### config.mk
export PLATFORM = sky130hd
export DESIGN_NAME = scc_ram
export DESIGN_NICKNAME = d
export VERILOG_FILES = /design/src/hdl/scc_ram.sv
export SDC_FILE = /design/constraint.sdc
export NUM_CORES = 1
export LEC_CHECK = 0
export ABC_AREA = 1
export BUFFER_PORTS_ARGS = -buffer_cell sky130_fd_sc_hd__buf_2
export CAP_MARGIN = 20
export CORE_ASPECT_RATIO = 0.8
export CORE_MARGIN = 5
export CORE_UTILIZATION = 30
export DETAILED_ROUTE_END_ITERATION = 12
export SYNTH_ARGS = -nofsm -noshare
export SYNTH_HDL_FRONTEND = slang
export SYNTH_SLANG_ARGS = --single-unit
### constraint.sdc
create_clock -name clk -period 1.2 [get_ports clk]
set_input_delay 0.12 -clock clk [delete_from_list [all_inputs] [get_ports clk]]
set_output_delay 0.12 -clock clk [all_outputs]
set_load 0.1 [all_outputs]
### src/hdl/scc_ram.sv
// Generic single-port-write, single-port-read RAM with registered read.
`timescale 1ns / 1ps
module scc_ram #(
  parameter int unsigned WIDTH = 8,
  parameter int unsigned DEPTH = 16
) (
  input  logic                     clk,
  input  logic                     we,
  input  logic [$clog2(DEPTH)-1:0] waddr,
  input  logic [WIDTH-1:0]         wdata,
  input  logic [$clog2(DEPTH)-1:0] raddr,
  output logic [WIDTH-1:0]         rdata
);
  logic [WIDTH-1:0] mem [DEPTH];

  always_ff @(posedge clk) begin
    if (we) begin
      mem[waddr] <= wdata;
    end
    rdata <= mem[raddr];
  end
endmodule

== Word level (Yosys, flattened, before mapping) ==
Memory sizes are Yosys's and may differ from the RTL's. A register that Yosys moved wholly into a read port is not among the register bits.
Index checks and enable logic that the tools add are counted.

* Bits in registers: 0
* Memory bits (writable): 128
* Bits of input ports: 18
* Output and inout port bits: 8
* Word-level logic and storage cells: 3
* Memories: 1

{| class="wikitable"
|+ Memory list
! name !! words !! width !! read ports !! clocked after memory_dff !! write ports !! line !! text
|-
| mem || 16 || 8 || 1 || 1 || 1 || 14 || <nowiki>logic [WIDTH-1:0] mem [DEPTH];</nowiki>
|}

* Mux-type cells: 2

{| class="wikitable"
|+ Operator list
! kind !! count
|-
| 2-to-1 mux 1 bit || 2
|}

== Logic depth before layout (Yosys ltp) ==
Gate-level depths: netlist of run 1.

* Word-level depth: 2
* Mapped depth: 8
* Depth with buffers taken out: 7

== Worst setup path before layout of run 1 ==
Ideal clock, no wire load.

* Kind: in2reg
* Start point: input port waddr[2]
* End point: memory mem[10][0], enable pin
* Setup time: 0.370 ns
* Arrival time: 0.701 ns
* Required time: 0.830 ns
* Setup slack: 0.129 ns
* Cell stages on the path: 2
* Path buffers: 0
* Cell sequence: nand3b_1 nor2_1

{| class="wikitable"
|+ RTL lines
! element !! line !! text
|-
| start, declared || 9 || <nowiki>input logic [$clog2(DEPTH)-1:0] waddr,</nowiki>
|-
| end, declared || 14 ||
|}

No word-level cell before the write port.

== Worst setup path in the final report of run 1 ==
* Start point: register rdata[3] (read register of mem)
* End point: output port rdata[3]

{| class="wikitable"
|+ RTL lines
! element !! line !! text
|-
| start, declared || 12 || <nowiki>output logic [WIDTH-1:0] rdata</nowiki>
|}

No word-level cell between the ends.

==> results of run 1 <==
-- Yosys cell counts --
cell type and number:
nand3_1 97, nor2_1 17, edfxtp_1 128, dfxtp_1 8
inv_2 2, buf_1 1, inv_1 100, nand3b_1 2
buf_4 4, buf_2 13, nand2_1 173, buf_6 6
-- what timing repair did --
action | CTS | global route
resized for setup | 3 | 1
pin swaps | 0 | 0
cloned | 0 | 0
endpoints found under the setup margin | 2 | 1
-- logic make-up (layout without fill, tap and decap cells) --
family	Yosys count	count (layout)
and+or+nand+nor	289	289
DFF	136	136
buffers and inverters	126	194
other	0	1
-- report_power, final --
part / switching [mW] / internal, mW / total [mW]
combinational: 0.696 / 0.327 / 1.02
sequential: 0.0522 / 5.31 / 5.36
clock: 2.03 / 3.27 / 5.29
total: 2.77 / 8.91 / 11.7
-- area by class of cell --
type / instances / area (um2)
timing repair buffer: 60 / 578
fill: 1912 / 11800
inverter: 102 / 383
sequential: 136 / 4000
clock buffer: 17 / 425
clock inverter: 15 / 178
tap: 258 / 323
multi-input combinational: 289 / 1210
antenna: 1 / 2.50
-- metrics by stage --
step	setup slack [ns]	util (%)	hold WS, ns	power, mW
after floorplan	0.129	-	0.219	6.03
after detailed placement	0.0264	34.3	0.521	6.47
after global routing	0.0376	37.6	0.0865	12.0
after global placement	0.0395	34.3	0.515	6.46
after CTS	0.00664	37.5	0.0851	11.7
final	0.0481	37.6	0.0799	11.7
-- state kept, by name, indices dropped and copies added (netlist names) --
register and count:
mem 128, rdata 8
-- routing by layer --
metal  track usage (%)  share of wire [%]  vias to the layer above
met5                 0                  0                        -
met1              20.1                 50                     1811
li1                  -                  -                     1888
met4              4.43               0.96                        0
met2              18.4                 42                      126
met3              3.23                6.7                       12
-- cells in the final DEF, fill, tap and decap left out, drive strengths merged --
cell / count
clkbuf: 17
buf: 60
inv: 104
edfxtp: 128
bufinv: 3
nand3b: 2
nand3: 97
dfxtp: 8
clkinv: 6
clkinvlp: 4
nand2: 173
diode: 1
nor2: 17
-- worst max path at each step --
stage / from / end / slack [ns]
finish: rdata[3]$_DFF_P_ / rdata[3] / 0.05
global route: rdata[3]$_DFF_P_ / rdata[3] / 0.04
CTS: rdata[1]$_DFF_P_ / rdata[1] / 0.007
detailed placement: raddr[0] / rdata[7]$_DFF_P_ / 0.03
global placement: raddr[0] / rdata[7]$_DFF_P_ / 0.04
floorplan: waddr[2] / mem[10][0]$_DFFE_PP_ / 0.13
==> run metrics, run 1 <==
worst hold path stage count=3; maxcap violations=0; WP buf/inv=1; Reg2Reg Launch Point=mem[14][1]$_DFFE_PP_; unrepaired setup endpoints after global routing=no; leakage=3.04 nW; gr ovfl total=0; Worst R2R Setup Slack=0.18 ns; insertion delay to the later sink of the worst-skew pair=0.42 ns; row count=45; Post-Syn Instances=551; share of cells above drive strength 1=15.0%; Die W=165 um; worst reg2reg path endpoint=rdata[1]$_DFF_P_; Post-CTS Hold Fix Bufs=0; CP Capture Type=output pin; Port Buffers=25; endpoints failing hold=0; wire per inst=16.0 um; Worst setup SP type=flop; P&R area growth vs syn=23.2%; largest net degree at the start of global routing=34; worst hold path endpoint=rdata[3]$_DFF_P_; DRC viols=0; routability cong.=0.826; post-synthesis compound-gate area fraction=0%; 1st-pass router iterations=6; headroom to the max-slew limit=72.6%; synth top area cells=edfxtp_1, nand2_1, nand3_1; Worst Tran Pin Value=0.411 ns; status=complete, no violations; synthesized cell area=5770 um2; post-synthesis xor/xnor area fraction=0%; global-route wire length before repair=21500 um; number of global-route vias before repair=3643; min Tclk post-route=1.15 ns; TritonCTS Buffers=17; DP Area=6490 um2; Clock Skew=0.00768 ns; root buf cell=clkbuf_16; GRT Util Overall=13.2%; Syn Nets=569; H-tree levels=4; Max VDD drop=756 uV; HP Class=input port to flop; delay-heaviest family, CP=flip-flops; setup bufs post-CTS=0; post-synth top area share=66.7%; Critical Path Stages=1; vias per cell=4.37; syn avg cell area=10.5 um2; post-placement cell count=845; HPWL after detailed placement=9170 um; CP max-delay cell=dfxtp_1; WS Path Type=flop to output pin; total number of vias=3837; period utilisation layout=96.0%; Pwr Density=1640 nW/um2; Final Cell Area=7110 um2; crit path max fanout=1; Synth Area in Simple Gates=21.0%; f_max=868 MHz; clock sinks=136; CORE AREA=18900 um2; I/O Pins=26; peak per-stage delay on the critical path=0.41 ns; yosys warns=0; sequential fraction of the synthesis area=69.4%; starting density of the core=30.5%; initial antenna violation count=0; Synth Area in Adders=0%; # setup viols final=0; largest area contributor in the netlist=edfxtp_1; Post-Route WL=14000 um; Synth cell types=12; 1st-iter DRT viols=391; worst path cell trace=buf_12; hold path start=raddr[3]; Synth Register Bits=136; die area=22100 um2; CTS tree=done; Max Slew Vio Count=0; final setup TNS=0 ns; largest family of logic cells by synthesized area=simple AND/OR/NAND/NOR gates; Worst EP arrival=1.03 ns; worst path required time=1.08 ns; final net count=624; Final ANT Viol Nets=0; Reg clk slew, reported paths=0.06 ns; Worst R2R Path Depth=6; Max Buffers Root-to-Sink=2; final cell count without fillers=878; multiplexer area fraction after synthesis=0%; Die H=134 um
No activity file was read; power rests on OpenSTA's default activity.
==> run 2, diff against run 1 <==
--- a/config.mk
+++ b/config.mk
@@ -6,12 +6,13 @@
 export NUM_CORES = 1
 export LEC_CHECK = 0
 export ABC_AREA = 1
-export BUFFER_PORTS_ARGS = -buffer_cell sky130_fd_sc_hd__buf_2
+export BUFFER_PORTS_ARGS = -buffer_cell sky130_fd_sc_hd__buf_4
 export CAP_MARGIN = 20
 export CORE_ASPECT_RATIO = 0.8
-export CORE_MARGIN = 5
+export CORE_MARGIN = 1.5
 export CORE_UTILIZATION = 30
 export DETAILED_ROUTE_END_ITERATION = 12
+export RECOVER_POWER = 50
 export SYNTH_ARGS = -nofsm -noshare
 export SYNTH_HDL_FRONTEND = slang
 export SYNTH_SLANG_ARGS = --single-unit
==> run 2 against run 1 <==
Non-clock buffer count down 8. Largest power group unchanged. Critical path type unchanged. Flip-flop and latch count unchanged. Sequential share of layout area up 1.1 points. Utilization down 0.67 points. Wire length down 2.8%. First-iteration DRC count down 18%.
==> run metrics, run 2 (synthesis gave the netlist of run 1 again) <==
wire per inst=15.7 um (-1.8%); CP max-delay cell=dfxtp_1; worst path required time=1.08 ns (about the same); Max VDD drop=978 uV (+29%); CTS tree=done; DRC viols=0 (unchanged); Pwr Density=1650 nW/um2 (+0.15%); 1st-pass router iterations=5 (-1); HP Class=input port to flop; DP Area=6390 um2 (-1.5%); delay-heaviest family, CP=flip-flops; Final Cell Area=6980 um2 (-1.8%); Post-Route WL=13600 um (-2.8%); Fill cells=1883 (-1.5%); Die W=158 um (-4.2%); peak per-stage delay on the critical path=0.35 ns (-0.06 ns); setup bufs post-CTS=0 (unchanged); unrepaired setup endpoints after global routing=no; status=complete, no violations; number of antenna diodes=0 (-1); maxcap violations=0 (unchanged); gr ovfl total=0 (unchanged); vias per cell=4.34 (-0.70%); root buf cell=clkbuf_16; combinational share of power=8.2% (-0.6 points); clock sinks=136 (unchanged); endpoints failing hold=0 (unchanged); insertion delay to the later sink of the worst-skew pair=0.41 ns (about the same); Reg with most FFs=mem; Critical Path Stages=1 (unchanged); GRT Util Overall=14.4% (+1.2 points); global-route wire length before repair=21000 um (-2.4%); WP buf/inv=1 (unchanged); largest net degree at the start of global routing=33 (-2.9%); TritonCTS Buffers=17 (unchanged); worst path cell trace=buf_4; # setup viols final=0 (unchanged); f_max=849 MHz (-2.2%); HPWL after detailed placement=8690 um (-5.2%); die area=20100 um2 (-9.2%); commonest cells after routing, fill and taps aside=nand2_1, edfxtp_1, inv_1, nand3_1, buf_4; starting density of the core=30.5% (unchanged); I/O Pins=26 (unchanged); initial antenna violation count=0 (unchanged); number of flip-flops in the largest register=128 (unchanged); crit path max fanout=1 (unchanged); CORE AREA=18900 um2 (unchanged); total number of vias=3771 (-1.7%); final setup TNS=0 ns (unchanged); Largest regs=mem: 128 flops, rdata: 8 flops; P&R area growth vs syn=21.0%; Int Power=8.80 mW (-1.2%); Worst setup SP type=flop; Flop pwr share=46.7% (+0.8 points); period utilisation layout=98.1% (+2.1 points); Reg clk slew, reported paths=0.06 ns (about the same); row count=45 (unchanged); Tot Pwr=11.5 mW (-1.6%); WS Path Type=flop to output pin; Final ANT Viol Nets=0 (unchanged); NetSw=2.69 mW (-3.1%); Die H=127 um (-5.2%); share of cells above drive strength 1=12.6% (-2.4 points); H-tree levels=4 (unchanged); number of global-route vias before repair=3605 (-1.0%); 1st-iter DRT viols=319 (-18%); headroom to the max-slew limit=35.3% (-37 points); Worst Tran Pin Value=0.970 ns (+0.559 ns); Max Buffers Root-to-Sink=2 (unchanged); worst hold path stage count=3 (unchanged); leakage=2.96 nW (-2.8%); clock power share=45.1% (-0.2 points); Worst R2R Path Depth=6 (unchanged); most common cell after layout, fill and taps aside=nand2_1; routability cong.=0.801 (-3.0%); Max Slew Vio Count=0 (unchanged); Clock Skew=0.00697 ns (-0.000711 ns); switch share=23.4% (-0.36 points); CP Capture Type=output pin; Port Buffers=25 (unchanged); min Tclk post-route=1.18 ns (+0.0255 ns); final net count=616 (-1.3%); Worst EP arrival=1.06 ns (+0.03 ns)
[run 2: cell type report]
cell class | count | area [um2] | share of cell area, %
Clock inverter | 11 | 123 | 1.76
Timing Repair Buffer | 52 | 460 | 6.60
Clock buffer | 21 | 470 | 6.74
Tap cell | 258 | 323 | 4.63
Inverter | 102 | 383 | 5.49
Multi-Input combinational cell | 289 | 1210 | 17.4
Sequential cell | 136 | 4010 | 57.4
[run 2: timing repair]
action | CTS | global route
hold buffers | 0 | 0
endpoints found under the setup margin | 3 | 2
resized for setup | 8 | 2
[run 2: routing by layer]
layer	global-route usage, %	vias up	part of all wire [%]
met5	0	-	0
met4	5.44	0	0.99
met2	20.2	119	42
li1	-	1866	-
met1	21.7	1770	51
met3	2.95	16	6.0
[run 2: final timing paths]
| check | end | from | slack (ns) |
|---|---|---|---|
| setup reg to reg | rdata[5]$_DFF_P_ | mem[1][5]$_DFFE_PP_ | 0.19 |
| hold reg to reg | rdata[4]$_DFF_P_ | mem[14][4]$_DFFE_PP_ | 0.66 |
| hold / removal | rdata[4]$_DFF_P_ | raddr[3] | 0.03 |
| setup / recovery | rdata[0] | rdata[0]$_DFF_P_ | 0.02 |
[run 2: power by group through the flow]
stage,clock (mW),sequential (mW),combinational [mW]
6_report,5.18,5.36,0.948
5_1_grt,5.41,5.37,1.03
4_1_cts,5.21,5.36,0.968
3_5_place_dp,0,5.45,0.943
3_3_place_gp,0,5.45,0.936
2_1_floorplan,0,5.66,0.375
[run 2: stage by stage]
stage | hold slack, ns | std cells | util [%] | worst slack [ns]
finish | 0.0303 | 869 | 36.9 | 0.0227
global route | 0.0506 | 869 | 36.9 | 0.00658
CTS | 0.0255 | 869 | 37.1 | 0.00290
detailed placement | 0.455 | 837 | 33.8 | 0.0157
global placement | 0.446 | 837 | 33.8 | 0.0274
floorplan | 0.219 | 551 | - | 0.129
